--- config.mk ---
export PLATFORM = sky130hd
export DESIGN_NAME = temperature_history_logger
export DESIGN_NICKNAME = d
export VERILOG_FILES = /design/src/hdl/thl_pkg.sv /design/src/hdl/thl_ram.sv /design/src/hdl/thl_hist.sv /design/src/hdl/thl_avg.sv /design/src/hdl/temperature_history_logger.sv
export SDC_FILE = /design/constraint.sdc
export NUM_CORES = 1
export LEC_CHECK = 0
export BUFFER_PORTS_ARGS = -buffer_cell sky130_fd_sc_hd__buf_2
export CORE_MARGIN = 2
export CORE_UTILIZATION = 55
export DETAILED_ROUTE_END_ITERATION = 12
export GPL_ROUTABILITY_DRIVEN = 0
export PLACE_DENSITY = 0.78
export SETUP_SLACK_MARGIN = 0.02
export SKIP_CTS_REPAIR_TIMING = 1
export SYNTH_ARGS = -nofsm -noshare
export SYNTH_HDL_FRONTEND = slang
export SYNTH_SLANG_ARGS = --single-unit
export TNS_END_PERCENT = 100
--- constraint.sdc ---
create_clock -name clk -period 18.46 [get_ports clk]
set_clock_uncertainty 0.15 [all_clocks]
set_input_delay 3.692 -clock clk [delete_from_list [all_inputs] [get_ports clk]]
set_output_delay 3.692 -clock clk [all_outputs]
set_load 0.005 [all_outputs]
--- src/hdl/thl_pkg.sv ---
`default_nettype none
// ----------------------------------------------------------------------------
// thl_pkg
// Shared widths, constants, types and helpers of the temperature history
// logger.
// ----------------------------------------------------------------------------
package thl_pkg;

  localparam int HISTORY_DEPTH  = 24;
  localparam int PTR_W          = $clog2(HISTORY_DEPTH);
  localparam int FILL_W         = $clog2(HISTORY_DEPTH + 1);

  localparam int RAW_W          = 12;
  localparam int TEMP_W         = 7;
  localparam int TEMP_MAX       = 60;
  localparam int BIG_LIMIT      = 30;
  localparam int LABEL_LIMIT    = BIG_LIMIT - 8;
  localparam int RECENT_N       = 4;

  localparam int MAG_W          = $clog2(TEMP_MAX * HISTORY_DEPTH + 1);
  localparam int SUM_W          = MAG_W + 1;
  localparam int WHOLE_W        = 6;
  localparam int TENTHS_W       = 4;
  localparam int T10_W          = WHOLE_W + 4;

  localparam int CNT_W          = 16;
  localparam int INTERVAL_RESET = 12 * 60;

  localparam int IN_TDATA_W     = 16;
  localparam int OUT_TDATA_W    = 24;

  typedef logic signed [TEMP_W-1:0] temp_t;

  localparam temp_t BIG_POS = TEMP_W'(BIG_LIMIT);
  localparam temp_t BIG_NEG = TEMP_W'(-BIG_LIMIT);

  typedef struct packed {
    logic                    fill_pending;
    logic                    scale_two;
    logic                    bottom;
    temp_t                   newest;
    logic signed [SUM_W-1:0] sum;
  } hist_stat_t;

  typedef struct packed {
    logic                negative;
    logic [WHOLE_W-1:0]  whole;
    logic [TENTHS_W-1:0] tenths;
  } avg_res_t;

  function automatic logic is_big(temp_t v);
    return (v > BIG_POS) || (v < BIG_NEG);
  endfunction

endpackage
`default_nettype wire

--- src/hdl/thl_ram.sv ---
`default_nettype none
// ----------------------------------------------------------------------------
// thl_ram
// Generic single-write, single-read RAM with a registered read port.
// ----------------------------------------------------------------------------
module thl_ram #(
  parameter int WIDTH = 8,
  parameter int DEPTH = 16
) (
  input  wire logic                     clk,
  input  wire logic                     we,
  input  wire logic [$clog2(DEPTH)-1:0] waddr,
  input  wire logic [WIDTH-1:0]         wdata,
  input  wire logic                     re,
  input  wire logic [$clog2(DEPTH)-1:0] raddr,
  output      logic [WIDTH-1:0]         rdata
);

  logic [WIDTH-1:0] mem [DEPTH];

  always_ff @(posedge clk) begin
    if (we) begin
      mem[waddr] <= wdata;
    end
    if (re) begin
      rdata <= mem[raddr];
    end
  end

endmodule
`default_nettype wire

--- src/hdl/thl_hist.sv ---
`default_nettype none
// ----------------------------------------------------------------------------
// thl_hist
// History ring in RAM with running sum, count of large slots, the four
// newest slots in flops and the first-fill logic.
// ----------------------------------------------------------------------------
module thl_hist (
  input  wire logic                             clk,
  input  wire logic                             rst_n,
  input  wire logic                             load_i,
  input  wire logic signed [thl_pkg::RAW_W-1:0] raw_i,
  output      thl_pkg::hist_stat_t              stat_o
);

  localparam int DEG_W = thl_pkg::RAW_W - 4;
  localparam logic signed [DEG_W-1:0] DEG_HI = DEG_W'(thl_pkg::TEMP_MAX);
  localparam logic signed [DEG_W-1:0] DEG_LO = DEG_W'(-thl_pkg::TEMP_MAX);
  localparam thl_pkg::temp_t TEMP_HI = thl_pkg::TEMP_W'(thl_pkg::TEMP_MAX);
  localparam thl_pkg::temp_t TEMP_LO = thl_pkg::TEMP_W'(-thl_pkg::TEMP_MAX);
  localparam thl_pkg::temp_t LIMIT_ONE = thl_pkg::TEMP_W'(thl_pkg::LABEL_LIMIT);
  localparam thl_pkg::temp_t LIMIT_TWO = thl_pkg::TEMP_W'(2 * thl_pkg::LABEL_LIMIT + 1);
  localparam logic signed [thl_pkg::SUM_W-1:0] DEPTH_S =
    thl_pkg::SUM_W'(thl_pkg::HISTORY_DEPTH);

  logic                              round_up;
  logic signed [DEG_W-1:0]           deg_full;
  thl_pkg::temp_t                    deg_clamp;

  thl_pkg::temp_t                    deg_r;
  logic                              upd_r;
  logic [thl_pkg::PTR_W-1:0]         ptr_r, ptr_nxt;
  logic [thl_pkg::FILL_W-1:0]        since_r, since_nxt;
  thl_pkg::temp_t                    fill_val_r, fill_val_nxt;
  logic signed [thl_pkg::SUM_W-1:0]  sum_r, sum_nxt;
  logic [thl_pkg::FILL_W-1:0]        big_r, big_nxt;
  logic                              pending_r, pending_nxt;
  thl_pkg::temp_t                    tap_r   [thl_pkg::RECENT_N];
  thl_pkg::temp_t                    tap_nxt [thl_pkg::RECENT_N];

  logic [thl_pkg::TEMP_W-1:0]        ram_q;
  thl_pkg::temp_t                    oldest;
  logic                              do_fill;
  logic                              ram_we;
  thl_pkg::temp_t                    limit;
  logic                              bottom;

  // divide by 16 truncating toward zero, then clamp
  assign round_up = raw_i[thl_pkg::RAW_W-1] && (raw_i[3:0] != 4'd0);
  assign deg_full = $signed(raw_i[thl_pkg::RAW_W-1:4] + {{(DEG_W-1){1'b0}}, round_up});

  always_comb begin
    if (deg_full > DEG_HI) begin
      deg_clamp = TEMP_HI;
    end else if (deg_full < DEG_LO) begin
      deg_clamp = TEMP_LO;
    end else begin
      deg_clamp = deg_full[thl_pkg::TEMP_W-1:0];
    end
  end

  thl_ram #(
    .WIDTH (thl_pkg::TEMP_W),
    .DEPTH (thl_pkg::HISTORY_DEPTH)
  ) u_ram (
    .clk   (clk),
    .we    (ram_we),
    .waddr (ptr_r),
    .wdata (deg_r),
    .re    (load_i),
    .raddr (ptr_r),
    .rdata (ram_q)
  );

  // slots not rewritten since the last fill still hold the fill value
  assign oldest  = (since_r == thl_pkg::FILL_W'(thl_pkg::HISTORY_DEPTH)) ?
                   $signed(ram_q) : fill_val_r;
  assign do_fill = pending_r && (deg_r != TEMP_HI) && (deg_r != TEMP_LO);
  assign ram_we  = upd_r && !do_fill;

  always_comb begin
    ptr_nxt      = ptr_r;
    since_nxt    = since_r;
    fill_val_nxt = fill_val_r;
    sum_nxt      = sum_r;
    big_nxt      = big_r;
    pending_nxt  = pending_r;
    for (int i = 0; i < thl_pkg::RECENT_N; i++) begin
      tap_nxt[i] = tap_r[i];
    end
    if (upd_r) begin
      if (do_fill) begin
        since_nxt    = '0;
        fill_val_nxt = deg_r;
        sum_nxt      = thl_pkg::SUM_W'(deg_r) * DEPTH_S;
        big_nxt      = thl_pkg::is_big(deg_r) ?
                       thl_pkg::FILL_W'(thl_pkg::HISTORY_DEPTH) : '0;
        pending_nxt  = 1'b0;
        for (int i = 0; i < thl_pkg::RECENT_N; i++) begin
          tap_nxt[i] = deg_r;
        end
      end else begin
        ptr_nxt   = (ptr_r == thl_pkg::PTR_W'(thl_pkg::HISTORY_DEPTH - 1)) ?
                    '0 : ptr_r + 1'b1;
        if (since_r != thl_pkg::FILL_W'(thl_pkg::HISTORY_DEPTH)) begin
          since_nxt = since_r + 1'b1;
        end
        sum_nxt   = sum_r + thl_pkg::SUM_W'(deg_r) - thl_pkg::SUM_W'(oldest);
        big_nxt   = big_r + thl_pkg::FILL_W'(thl_pkg::is_big(deg_r))
                    - thl_pkg::FILL_W'(thl_pkg::is_big(oldest));
        tap_nxt[0] = deg_r;
        for (int i = 1; i < thl_pkg::RECENT_N; i++) begin
          tap_nxt[i] = tap_r[i-1];
        end
      end
    end
  end

  always_ff @(posedge clk) begin
    if (!rst_n) begin
      upd_r      <= 1'b0;
      ptr_r      <= '0;
      since_r    <= '0;
      fill_val_r <= '0;
      sum_r      <= '0;
      big_r      <= '0;
      pending_r  <= 1'b1;
      for (int i = 0; i < thl_pkg::RECENT_N; i++) begin
        tap_r[i] <= '0;
      end
    end else begin
      upd_r      <= load_i;
      ptr_r      <= ptr_nxt;
      since_r    <= since_nxt;
      fill_val_r <= fill_val_nxt;
      sum_r      <= sum_nxt;
      big_r      <= big_nxt;
      pending_r  <= pending_nxt;
      for (int i = 0; i < thl_pkg::RECENT_N; i++) begin
        tap_r[i] <= tap_nxt[i];
      end
    end
  end

  always_ff @(posedge clk) begin
    if (load_i) begin
      deg_r <= deg_clamp;
    end
  end

  // x / 2 > limit is the same as x > 2 * limit + 1
  assign limit = (big_r != '0) ? LIMIT_TWO : LIMIT_ONE;

  always_comb begin
    bottom = 1'b0;
    for (int i = 0; i < thl_pkg::RECENT_N; i++) begin
      if (tap_r[i] > limit) begin
        bottom = 1'b1;
      end
    end
  end

  assign stat_o.fill_pending = pending_r;
  assign stat_o.scale_two    = (big_r != '0);
  assign stat_o.bottom       = bottom;
  assign stat_o.newest       = tap_r[0];
  assign stat_o.sum          = sum_r;

endmodule
`default_nettype wire

--- src/hdl/thl_avg.sv ---
`default_nettype none
// ----------------------------------------------------------------------------
// thl_avg
// History average as sign, whole part and tenths digit. Both quotients use
// exact reciprocal multiplies in one registered stage; the tenths digit is
// taken as floor(10 * mag / depth) - 10 * whole behind that register.
// ----------------------------------------------------------------------------
module thl_avg (
  input  wire logic                             clk,
  input  wire logic                             start_i,
  input  wire logic signed [thl_pkg::SUM_W-1:0] sum_i,
  output      thl_pkg::avg_res_t                res_o
);

  localparam int D_LOG   = $clog2(thl_pkg::HISTORY_DEPTH);
  localparam int K1      = thl_pkg::MAG_W + D_LOG;
  localparam int K2      = thl_pkg::MAG_W + 4 + D_LOG;
  localparam int RECIP1  = (2**K1 + thl_pkg::HISTORY_DEPTH - 1) / thl_pkg::HISTORY_DEPTH;
  localparam int RECIP10 =
    10 * ((2**K2 + thl_pkg::HISTORY_DEPTH - 1) / thl_pkg::HISTORY_DEPTH);
  localparam int P1_W    = thl_pkg::MAG_W + K1;
  localparam int P2_W    = thl_pkg::MAG_W + K2 + 4;

  logic signed [thl_pkg::SUM_W-1:0] abs_s;
  logic [thl_pkg::MAG_W-1:0]        mag;
  logic [P1_W-1:0]                  prod1;
  logic [P2_W-1:0]                  prod2;

  logic                             neg_r;
  logic [thl_pkg::WHOLE_W-1:0]      q_r;
  logic [thl_pkg::T10_W-1:0]        t10_r;
  logic [thl_pkg::T10_W-1:0]        q_x10;
  logic [thl_pkg::T10_W-1:0]        tenths_full;

  assign abs_s = sum_i[thl_pkg::SUM_W-1] ? -sum_i : sum_i;
  assign mag   = abs_s[thl_pkg::MAG_W-1:0];
  assign prod1 = P1_W'(mag) * P1_W'(RECIP1);
  assign prod2 = P2_W'(mag) * P2_W'(RECIP10);

  always_ff @(posedge clk) begin
    if (start_i) begin
      neg_r <= sum_i[thl_pkg::SUM_W-1];
      q_r   <= prod1[K1 +: thl_pkg::WHOLE_W];
      t10_r <= prod2[K2 +: thl_pkg::T10_W];
    end
  end

  assign q_x10       = (thl_pkg::T10_W'(q_r) << 3) + (thl_pkg::T10_W'(q_r) << 1);
  assign tenths_full = t10_r - q_x10;

  assign res_o.negative = neg_r;
  assign res_o.whole    = q_r;
  assign res_o.tenths   = tenths_full[thl_pkg::TENTHS_W-1:0];

endmodule
`default_nettype wire

--- src/hdl/temperature_history_logger.sv ---
`default_nettype none
// ----------------------------------------------------------------------------
// temperature_history_logger
// A reading passes, in order: accept with history RAM read, read-modify-write
// of the ring and running sums, reciprocal multiply, output register load.
// The input is not ready for the next reading until that output register load,
// which waits while the output register still holds an undrained result.
// Reset (synchronous, rst_n low) empties the history to zero, arms the first
// fill and restores sample_interval to 720; no clearing pass is needed.
// ----------------------------------------------------------------------------
module temperature_history_logger (
  input  wire logic                               clk,
  input  wire logic                               rst_n,
  // [11:0] raw_temperature
  input  wire logic [thl_pkg::IN_TDATA_W-1:0]     in_tdata,
  input  wire logic                               in_tvalid,
  output      logic                               in_tready,
  // [0] stored, [7:1] newest_value, [8] double_scale, [9] average_negative,
  // [15:10] average_whole, [19:16] average_tenths, [20] label_at_bottom
  output      logic [thl_pkg::OUT_TDATA_W-1:0]    out_tdata,
  output      logic                               out_tvalid,
  input  wire logic                               out_tready,
  input  wire logic [thl_pkg::CNT_W-1:0]          cfg_data,
  input  wire logic                               cfg_valid,
  output      logic                               cfg_ready
);

  localparam logic [1:0] ST_IDLE = 2'd0;
  localparam logic [1:0] ST_UPD  = 2'd1;
  localparam logic [1:0] ST_AVG  = 2'd2;
  localparam logic [1:0] ST_FIN  = 2'd3;

  typedef struct packed {
    logic                         label;
    logic [thl_pkg::TENTHS_W-1:0] tenths;
    logic [thl_pkg::WHOLE_W-1:0]  whole;
    logic                         negative;
    logic                         scale;
    thl_pkg::temp_t               newest;
    logic                         stored;
  } out_item_t;

  localparam int OUT_USED_W = $bits(out_item_t);

  logic [1:0]                state_r, state_nxt;
  logic [thl_pkg::CNT_W-1:0] interval_r;
  logic [thl_pkg::CNT_W-1:0] count_r, count_nxt;
  logic [thl_pkg::CNT_W-1:0] count_inc;
  logic                      stored_r;
  logic                      in_acc;
  logic                      do_store;
  logic                      out_load;
  logic                      out_tvalid_r;
  out_item_t                 out_item_r;

  thl_pkg::hist_stat_t       hist_stat;
  thl_pkg::avg_res_t         avg_res;

  assign in_tready = (state_r == ST_IDLE);
  assign in_acc    = in_tvalid && in_tready;
  assign cfg_ready = 1'b1;

  assign count_inc = count_r + 1'b1;
  assign do_store  = (count_inc >= interval_r) || hist_stat.fill_pending;
  assign count_nxt = do_store ? '0 : count_inc;

  thl_hist u_hist (
    .clk    (clk),
    .rst_n  (rst_n),
    .load_i (in_acc && do_store),
    .raw_i  ($signed(in_tdata[thl_pkg::RAW_W-1:0])),
    .stat_o (hist_stat)
  );

  thl_avg u_avg (
    .clk     (clk),
    .start_i (state_r == ST_AVG),
    .sum_i   (hist_stat.sum),
    .res_o   (avg_res)
  );

  assign out_load = (state_r == ST_FIN) && (!out_tvalid_r || out_tready);

  always_comb begin
    state_nxt = state_r;
    case (state_r)
      ST_IDLE: begin
        if (in_acc) begin
          state_nxt = ST_UPD;
        end
      end
      ST_UPD:  state_nxt = ST_AVG;
      ST_AVG:  state_nxt = ST_FIN;
      ST_FIN: begin
        if (out_load) begin
          state_nxt = ST_IDLE;
        end
      end
      default: state_nxt = ST_IDLE;
    endcase
  end

  always_ff @(posedge clk) begin
    if (!rst_n) begin
      state_r      <= ST_IDLE;
      interval_r   <= thl_pkg::CNT_W'(thl_pkg::INTERVAL_RESET);
      count_r      <= '0;
      out_tvalid_r <= 1'b0;
    end else begin
      state_r <= state_nxt;
      if (cfg_valid && cfg_ready) begin
        interval_r <= cfg_data;
      end
      if (in_acc) begin
        count_r <= count_nxt;
      end
      if (out_load) begin
        out_tvalid_r <= 1'b1;
      end else if (out_tready) begin
        out_tvalid_r <= 1'b0;
      end
    end
  end

  always_ff @(posedge clk) begin
    if (in_acc) begin
      stored_r <= do_store;
    end
    if (out_load) begin
      out_item_r.label    <= hist_stat.bottom;
      out_item_r.tenths   <= avg_res.tenths;
      out_item_r.whole    <= avg_res.whole;
      out_item_r.negative <= avg_res.negative;
      out_item_r.scale    <= hist_stat.scale_two;
      out_item_r.newest   <= hist_stat.newest;
      out_item_r.stored   <= stored_r;
    end
  end

  assign out_tvalid = out_tvalid_r;
  assign out_tdata  = {{(thl_pkg::OUT_TDATA_W - OUT_USED_W){1'b0}}, out_item_r};

  // one reading in flight at a time
  a_busy_after_accept: assert property (@(posedge clk) disable iff (!rst_n)
    in_acc |=> !in_tready)
    else $error("input accepted while a reading is in flight");

  a_first_fill_stores: assert property (@(posedge clk) disable iff (!rst_n)
    (in_acc && hist_stat.fill_pending) |=> stored_r)
    else $error("reading not stored during first fill");

  a_average_digits: assert property (@(posedge clk) disable iff (!rst_n)
    out_tvalid_r |-> ((out_item_r.tenths <= thl_pkg::TENTHS_W'(9)) &&
                      (out_item_r.whole <= thl_pkg::WHOLE_W'(thl_pkg::TEMP_MAX))))
    else $error("average digits out of range");

  a_scale_covers_newest: assert property (@(posedge clk) disable iff (!rst_n)
    (out_tvalid_r && thl_pkg::is_big(out_item_r.newest)) |-> out_item_r.scale)
    else $error("large newest slot without double scale");

endmodule
`default_nettype wire
==> metrics.txt, run 1 <==
# TYPE chip_impl_metric gauge
chip_impl_info{name="status",value="finished clean"} 1
chip_impl_info{name="synth_top_family_by_area",value="adder cells"} 1
chip_impl_metric{name="yosys.area_share.xor_xnor",unit="%"} 3.49
chip_impl_metric{name="drv_slew",unit=""} 0
chip_impl_info{name="rsz0062_at_grt",value="no"} 1
chip_impl_metric{name="fin_setup_tns",unit="ns"} 0
chip_impl_metric{name="cts.sink_count",unit=""} 314
chip_impl_metric{name="core_area",unit="µm²"} 34500
chip_impl_metric{name="final.fill_count",unit=""} 2645
chip_impl_metric{name="vias_per_cell",unit=""} 5.75
chip_impl_metric{name="p_per_area",unit="nW/µm²"} 140
chip_impl_info{name="mostFrequentLayoutCell",value="inv_1"} 1
chip_impl_info{name="clk_root_buffer_cell",value="clkbuf_16"} 1
chip_impl_info{name="hold-path-endpoint",value="out_tdata[0]"} 1
chip_impl_metric{name="syn_to_final_growth",unit="%"} 9.35
chip_impl_metric{name="vdd_drop_max",unit="V"} 0.000123
chip_impl_metric{name="whs_path_depth",unit=""} 0
chip_impl_metric{name="cts-buffers-inserted",unit=""} 31
chip_impl_metric{name="synth.avg_cell_area",unit="µm²"} 11.6
chip_impl_metric{name="post_route_cells_drive_above_1_share",unit="%"} 11.0
chip_impl_metric{name="ys_seq_area_share",unit="%"} 43.8
chip_impl_metric{name="power_leakage",unit="nW"} 8.81
chip_impl_metric{name="wl_per_cell",unit="µm"} 18.5
chip_impl_metric{name="timing.slew.headroom",unit="%"} 18.5
chip_impl_metric{name="detailedRoute.firstIterationViolations",unit=""} 917
chip_impl_metric{name="antenna_left",unit=""} 0
chip_impl_metric{name="synth-edff-count",unit=""} 215
chip_impl_metric{name="crit_path_max_fanout",unit=""} 14
chip_impl_metric{name="seq_area",unit="µm²"} 8440
chip_impl_metric{name="maxCapViolations",unit=""} 0
chip_impl_metric{name="synth-simple-area-share",unit="%"} 8.07
chip_impl_metric{name="synth_warnings",unit=""} 0
chip_impl_metric{name="htree_levels",unit=""} 1
chip_impl_metric{name="die_area",unit="µm²"} 36600
chip_impl_info{name="synth-main-ff-cell",value="edfxtp_1"} 1
chip_impl_metric{name="dieHeight",unit="µm"} 191
chip_impl_metric{name="yosys.area_share.adder",unit="%"} 22.2
chip_impl_metric{name="route.detailed.drc",unit=""} 0
chip_impl_info{name="min-delay-start",value="stored_r"} 1
chip_impl_metric{name="place.detailed.hpwl",unit="mm"} 28.6
chip_impl_metric{name="antenna_found_initial",unit=""} 0
chip_impl_metric{name="antenna_cells_inserted",unit=""} 0
chip_impl_info{name="mostFrequentLayoutCells",value="inv_1 (246), edfxtp_1 (215), ha_1 (199), a21oi_1 (109), dfxtp_1 (96)"} 1
chip_impl_metric{name="worstPathRequired",unit="ns"} 18.64
chip_impl_metric{name="cts.clk_slew.worst_paths",unit="ns"} 0.07
chip_impl_metric{name="post-place-ws",unit="ns"} 11.42
chip_impl_metric{name="multi_input_area",unit="µm²"} 9660
chip_impl_info{name="r2r_start",value="u_hist.sum_r[0]"} 1
chip_impl_metric{name="number_of_buffers_between_clock_root_and_the_deepest_sink",unit=""} 3
chip_impl_metric{name="timing.fmax",unit="MHz"} 141
chip_impl_metric{name="nets",unit=""} 2036
chip_impl_metric{name="detailroute.via_count",unit=""} 12590
chip_impl_metric{name="drt-pass1-iter-count",unit=""} 5
chip_impl_metric{name="synthesis.area",unit="µm²"} 19300
chip_impl_metric{name="synth_cell_types",unit=""} 72
chip_impl_metric{name="grt.overflow.total",unit=""} 0
chip_impl_metric{name="drt_wl_total",unit="mm"} 40.6
chip_impl_metric{name="synth.area.mux_share",unit="%"} 7.03
chip_impl_metric{name="worst-r2r-setup-slack",unit="ns"} 11.39
chip_impl_metric{name="via_count_of_the_first_global_routing_pass",unit=""} 13210
chip_impl_metric{name="ys_seq_elements",unit=""} 314
chip_impl_metric{name="grt_first_pass_wirelength",unit="mm"} 66.7
chip_impl_metric{name="final_hold_viols",unit=""} 0
chip_impl_metric{name="placementRows",unit=""} 68
chip_impl_metric{name="placement.io_buffers",unit=""} 55
chip_impl_metric{name="final_period_minus_worst_setup_slack",unit="ns"} 7.07
chip_impl_metric{name="grt_max_degree",unit=""} 81
chip_impl_metric{name="ys_async_sr_fraction",unit="%"} 0
chip_impl_metric{name="timing_worst_slew_pin_value",unit="ns"} 1.22
chip_impl_metric{name="crit_arrival",unit="ns"} 7.25
chip_impl_info{name="worst-setup-path-type",value="reg -> reg"} 1
chip_impl_metric{name="die_w",unit="µm"} 191
chip_impl_metric{name="clkLatencyLatePin",unit="ns"} 0.59
chip_impl_metric{name="final_core_utilization",unit="%"} 61.0
chip_impl_info{name="critical_path.startpoint_type",value="register"} 1
chip_impl_info{name="cp-end-kind",value="register"} 1
chip_impl_metric{name="grt_usage",unit="%"} 23.0
chip_impl_metric{name="setup_ws",unit="ns"} 11.39
chip_impl_metric{name="initial_utilization",unit="%"} 55.8
chip_impl_info{name="clock_tree_from_tritoncts",value="built"} 1
chip_impl_metric{name="setup_failing_eps_final",unit=""} 0
chip_impl_info{name="worstReg2RegEnd",value="u_avg.q_r[5]"} 1
chip_impl_info{name="min_path_type",value="reg -> reg"} 1
chip_impl_metric{name="post-route-period-util",unit="%"} 38.3
chip_impl_metric{name="pin_count",unit=""} 64
chip_impl_metric{name="syn-instance-count",unit=""} 1662
chip_impl_metric{name="synth_compound_gate_area_share",unit="%"} 9.28
chip_impl_metric{name="timing.reg2reg.worst_path_depth",unit=""} 22
==> critical path: stages (launching register included) <==
cell and delay, ns:
dfxtp_1 0.81, inv_1 0.10, ha_1 0.27, nand3_2 0.11, o31ai_2 0.08, xnor2_1 0.58
inv_1 0.11, ha_1 0.26, xnor2_1 0.20, ha_1 0.25, a21oi_2 0.33, fa_1 0.60
fa_1 0.53, fa_1 0.54, inv_1 0.04, ha_1 0.31, a21o_1 0.17, a211oi_1 0.36
o211ai_1 0.21, nand3_1 0.17, o21ai_0 0.18, o31ai_1 0.33, xnor2_1 0.13
==> worst max-delay path by stage <==
stage | end | startpoint | slack, ns | cells past startpoint
floorplan | u_avg.q_r[5] | u_hist.sum_r[0] | 12.56 | 22
global placement | u_avg.q_r[5] | u_hist.sum_r[0] | 11.61 | 21
detailed placement | u_avg.q_r[5] | u_hist.sum_r[0] | 11.42 | 22
CTS | u_avg.q_r[5] | u_hist.sum_r[0] | 11.39 | 22
global route | u_avg.q_r[5] | u_hist.sum_r[0] | 11.00 | 21
finish | u_avg.q_r[5] | u_hist.sum_r[0] | 11.39 | 22
==> metrics by stage <==
stage	cell area, µm²	cells	power (mW)	hold WS, ns
after floorplan	19300	1664	1.94	0.250
after global placement	20000	2133	2.21	0.253
after detailed placement	20000	2133	2.29	0.257
after CTS	21100	2191	2.97	0.277
after global routing	21100	2191	3.20	0.295
final	21100	2191	2.95	0.275
==> cell families after synthesis <==
kind of cell | count (synthesis)
compound gates | 289
xor+xnor | 76
fa+ha+maj | 288
flops | 314
buf+inv | 302
other cells | 2
mux | 82
simple gates | 309
==> cell usage after synthesis (12+ instances only) <==
library cell | n | area [µm²]
a21boi_0 | 12 | 90.1
a21o_1 | 15 | 113
a21oi_1 | 109 | 546
and2_1 | 23 | 144
clkbuf_1 | 32 | 120
dfxtp_1 | 99 | 1980
edfxtp_1 | 215 | 6460
fa_1 | 89 | 1780
ha_1 | 199 | 2490
inv_1 | 246 | 923
mux2i_1 | 33 | 330
mux4_2 | 42 | 946
nand2_1 | 85 | 319
nand3_1 | 25 | 125
nand4_1 | 16 | 100
nor2_1 | 68 | 255
nor2b_1 | 33 | 206
o21ai_0 | 58 | 290
o22ai_1 | 13 | 81.3
or3_1 | 13 | 81.3
xnor2_1 | 60 | 526
xor2_1 | 15 | 131
==> layer usage <==
| layer | part of all wire, % | vias up | wire [µm] | GRT usage, % |
|---|---|---|---|---|
| met5 | 0 | - | 0 | 0 |
| met3 | 4.8 | 76 | 1960 | 2.85 |
| li1 | - | 5912 | - | - |
| met1 | 42 | 6237 | 17200 | 29.7 |
| met4 | 2.4 | 0 | 981 | 6.07 |
| met2 | 50 | 365 | 20500 | 40.8 |
==> flip-flops by register name (all words and copies together), names as in the netlist, 6 cells and up <==
register            cells
u_hist.u_ram.mem      168
u_hist.tap_r           28
out_tdata              21
count_r                16
interval_r             16
u_hist.sum_r           12
u_hist.deg_r            7
u_hist.fill_val_r       7
u_hist.u_ram.rdata      7
u_avg.q_r               6
==> cell type report <==
type / count / share of cell area (%)
clock buffer: 40 / 4.13
clock inverter: 18 / 1.08
inverter: 247 / 4.40
multi-input combinational: 1048 / 45.8
sequential: 314 / 40.0
tap: 455 / 2.70
timing repair buffer: 69 / 1.80
==> power by group <==
group | switching [mW] | internal [mW]
Sequential | 0.0424 | 0.855
Combinational | 0.826 | 0.560
Clock | 0.278 | 0.393
Total | 1.15 | 1.81
Power figures use the tool's default switching activity.
==> inputs of run 2 (changes only) <==
- PLACE_DENSITY: 0.78 -> 0.81
- clock period: 18.46 -> 5.84 ns (I/O delays scaled with it)
==> run 2 against run 1 <==
- final area rose by 2.4%
- setup slack got worse by 11 ns
- non-clock buffer count up 41
- via count grew 2.3%
- total power rose to 3.3 times the previous value
- count of clock-buffer cells in the layout is 5 higher
- sequential share of layout area down 0.94 points
- maximum frequency increased by 26%
- critical endpoint unchanged
==> metrics.txt, run 2 (synthesized netlist as in run 1, its figures left out) <==
# TYPE chip_impl_metric gauge
chip_impl_info{name="status",value="finished clean"} 1
chip_impl_metric{name="dieHeight",unit="µm"} 191
chip_impl_metric{name="pin_count",unit=""} 64
chip_impl_info{name="mostFrequentLayoutCell",value="inv_1"} 1
chip_impl_metric{name="die_w",unit="µm"} 191
chip_impl_metric{name="power_leakage",unit="nW"} 9.04
chip_impl_metric{name="placement.io_buffers",unit=""} 55
chip_impl_metric{name="net-switching-power",unit="mW"} 3.78
chip_impl_metric{name="placementRows",unit=""} 68
chip_impl_metric{name="antenna_left",unit=""} 0
chip_impl_metric{name="grt_max_degree",unit=""} 80
chip_impl_metric{name="place_inst",unit=""} 2173
chip_impl_metric{name="p_per_area",unit="nW/µm²"} 447
chip_impl_metric{name="cts-buffers-inserted",unit=""} 34
chip_impl_metric{name="grt_first_pass_wirelength",unit="mm"} 66.6
chip_impl_metric{name="wl_per_cell",unit="µm"} 18.6
chip_impl_metric{name="share_clk_of_total_power",unit="%"} 21.2
chip_impl_metric{name="crit_path_max_fanout",unit=""} 7
chip_impl_metric{name="number_of_buffers_between_clock_root_and_the_deepest_sink",unit=""} 3
chip_impl_metric{name="drt-pass1-iter-count",unit=""} 9
chip_impl_metric{name="setup_failing_eps_final",unit=""} 0
chip_impl_info{name="cp-end-kind",value="register"} 1
chip_impl_metric{name="detailedRoute.firstIterationViolations",unit=""} 1096
chip_impl_metric{name="antenna_found_initial",unit=""} 0
chip_impl_metric{name="core_area",unit="µm²"} 34500
chip_impl_metric{name="timing_worst_slew_pin_value",unit="ns"} 1.22
chip_impl_metric{name="vias_per_cell",unit=""} 5.76
chip_impl_metric{name="route.detailed.drc",unit=""} 0
chip_impl_metric{name="seq_area",unit="µm²"} 8440
chip_impl_metric{name="final.fill_count",unit=""} 2537
chip_impl_metric{name="sequentialPowerShare",unit="%"} 29.3
chip_impl_metric{name="multi_input_area",unit="µm²"} 9890
chip_impl_metric{name="final_total_power",unit="mW"} 9.65
chip_impl_metric{name="final_hold_viols",unit=""} 0
chip_impl_metric{name="crit_arrival",unit="ns"} 5.76
chip_impl_metric{name="timing.slew.headroom",unit="%"} 18.4
chip_impl_metric{name="worstPathRequired",unit="ns"} 5.97
chip_impl_metric{name="detailroute.via_count",unit=""} 12877
chip_impl_metric{name="final_core_utilization",unit="%"} 62.5
chip_impl_metric{name="htree_levels",unit=""} 2
chip_impl_metric{name="cts.sink_count",unit=""} 314
chip_impl_metric{name="grt.overflow.total",unit=""} 0
chip_impl_metric{name="final_cells",unit=""} 2236
chip_impl_metric{name="swShare",unit="%"} 39.2
chip_impl_metric{name="initial_utilization",unit="%"} 55.8
chip_impl_info{name="min_path_type",value="reg -> reg"} 1
chip_impl_metric{name="drt_wl_total",unit="mm"} 41.6
chip_impl_info{name="clock_tree_from_tritoncts",value="built"} 1
chip_impl_metric{name="p_comb_share",unit="%"} 49.5
chip_impl_metric{name="nets",unit=""} 2080
chip_impl_info{name="critical_path.startpoint_type",value="register"} 1
chip_impl_metric{name="drv_slew",unit=""} 0
chip_impl_metric{name="die_area",unit="µm²"} 36600
chip_impl_metric{name="cts.clk_slew.worst_paths",unit="ns"} 0.06
chip_impl_metric{name="post_route_cells_drive_above_1_share",unit="%"} 14.5
chip_impl_metric{name="timing.fmax",unit="MHz"} 178
chip_impl_metric{name="grt_usage",unit="%"} 23.0
chip_impl_metric{name="maxCapViolations",unit=""} 0
chip_impl_metric{name="clkLatencyLatePin",unit="ns"} 0.53
chip_impl_info{name="clk_root_buffer_cell",value="clkbuf_16"} 1
chip_impl_metric{name="syn_to_final_growth",unit="%"} 12.0
chip_impl_metric{name="antenna_cells_inserted",unit=""} 0
chip_impl_metric{name="via_count_of_the_first_global_routing_pass",unit=""} 13300
chip_impl_metric{name="largest_reg_flops",unit=""} 168
chip_impl_metric{name="final_period_minus_worst_setup_slack",unit="ns"} 5.63
chip_impl_metric{name="place.detailed.hpwl",unit="mm"} 29.0
chip_impl_metric{name="vdd_drop_max",unit="V"} 0.000336
chip_impl_metric{name="post-route-period-util",unit="%"} 96.3
chip_impl_info{name="mostFrequentLayoutCells",value="inv_1 (245), edfxtp_1 (215), ha_1 (193), a21oi_1 (108), dfxtp_1 (95)"} 1
chip_impl_info{name="worst-setup-path-type",value="reg -> reg"} 1
chip_impl_metric{name="power_report.internal_total",unit="mW"} 5.87
chip_impl_info{name="most_flops_register",value="u_hist.u_ram.mem"} 1
## run 2: changes by cell type in the layout (fill, tap and decap cells not counted), sizes merged
cell      delta
clkinv       +1
buf         +41
clkinvlp     +2
bufinv       -4
clkbuf       +5
## run 2: worst max-delay path, stage by stage (launching register included)
cell and delay [ns]:
dfxtp_1 0.57, buf_4 0.23, nand2_1 0.08, xnor2_1 0.29, ha_2 0.40, inv_1 0.14, fa_1 0.43, fa_1 0.51
fa_1 0.52, inv_1 0.06, fa_1 0.48, ha_1 0.33, a21o_1 0.18, a2bb2oi_1 0.18, o211ai_1 0.19, nand3_1 0.16
o21ai_2 0.10, o31ai_2 0.28, xnor2_1 0.10
## run 2: path summary, 6_finish.rpt
check / start / end / slack (ns) / cells past startpoint
setup / recovery: u_hist.sum_r[11] / u_avg.q_r[5] / 0.21 / 18
hold / removal: u_avg.q_r[3] / out_tdata[13] / 0.27 / 0
setup reg to reg: u_hist.sum_r[11] / u_avg.q_r[5] / 0.21 / 18
hold reg to reg: u_avg.q_r[3] / out_tdata[13] / 0.27 / 0
## run 2: layout make-up
cell class | count | share of cell area (%)
Timing Repair Buffer | 110 | 3.19
Tap cell | 455 | 2.64
Multi-Input combinational cell | 1048 | 45.8
Inverter | 247 | 4.29
Clock buffer | 45 | 4.32
Clock inverter | 17 | 0.626
Sequential cell | 314 | 39.1
## run 2: per-layer routing
layer / track usage (%) / up-vias / part of all wire (%)
li1: - / 6008 / -
met2: 39.5 / 474 / 50
met3: 3.82 / 81 / 6.7
met4: 7.96 / 0 / 2.7
met1: 29.6 / 6314 / 41
met5: 0 / - / 0
## run 2: power by group through the flow
| stage | combinational (mW) | sequential [mW] | clock (mW) |
|---|---|---|---|
| after floorplan | 3.27 | 2.88 | 0 |
| after global placement | 4.29 | 2.85 | 0 |
| after detailed placement | 4.56 | 2.86 | 0 |
| after CTS | 4.61 | 2.82 | 2.07 |
| after global routing | 5.44 | 2.84 | 2.16 |
| final | 4.78 | 2.82 | 2.05 |
## run 2: stage by stage
| step | cell area, µm² | setup TNS (ns) | hold slack, ns | worst slack (ns) |
|---|---|---|---|---|
| final | 21600 | 0 | 0.271 | 0.213 |
| after global routing | 21600 | -0.0804 | 0.284 | -0.0450 |
| after CTS | 21400 | -0.448 | 0.273 | -0.132 |
| after detailed placement | 20300 | -0.479 | 0.260 | -0.124 |
| after global placement | 20300 | 0 | 0.255 | 0.0296 |
| after floorplan | 19300 | 0 | 0.250 | 0.0466 |
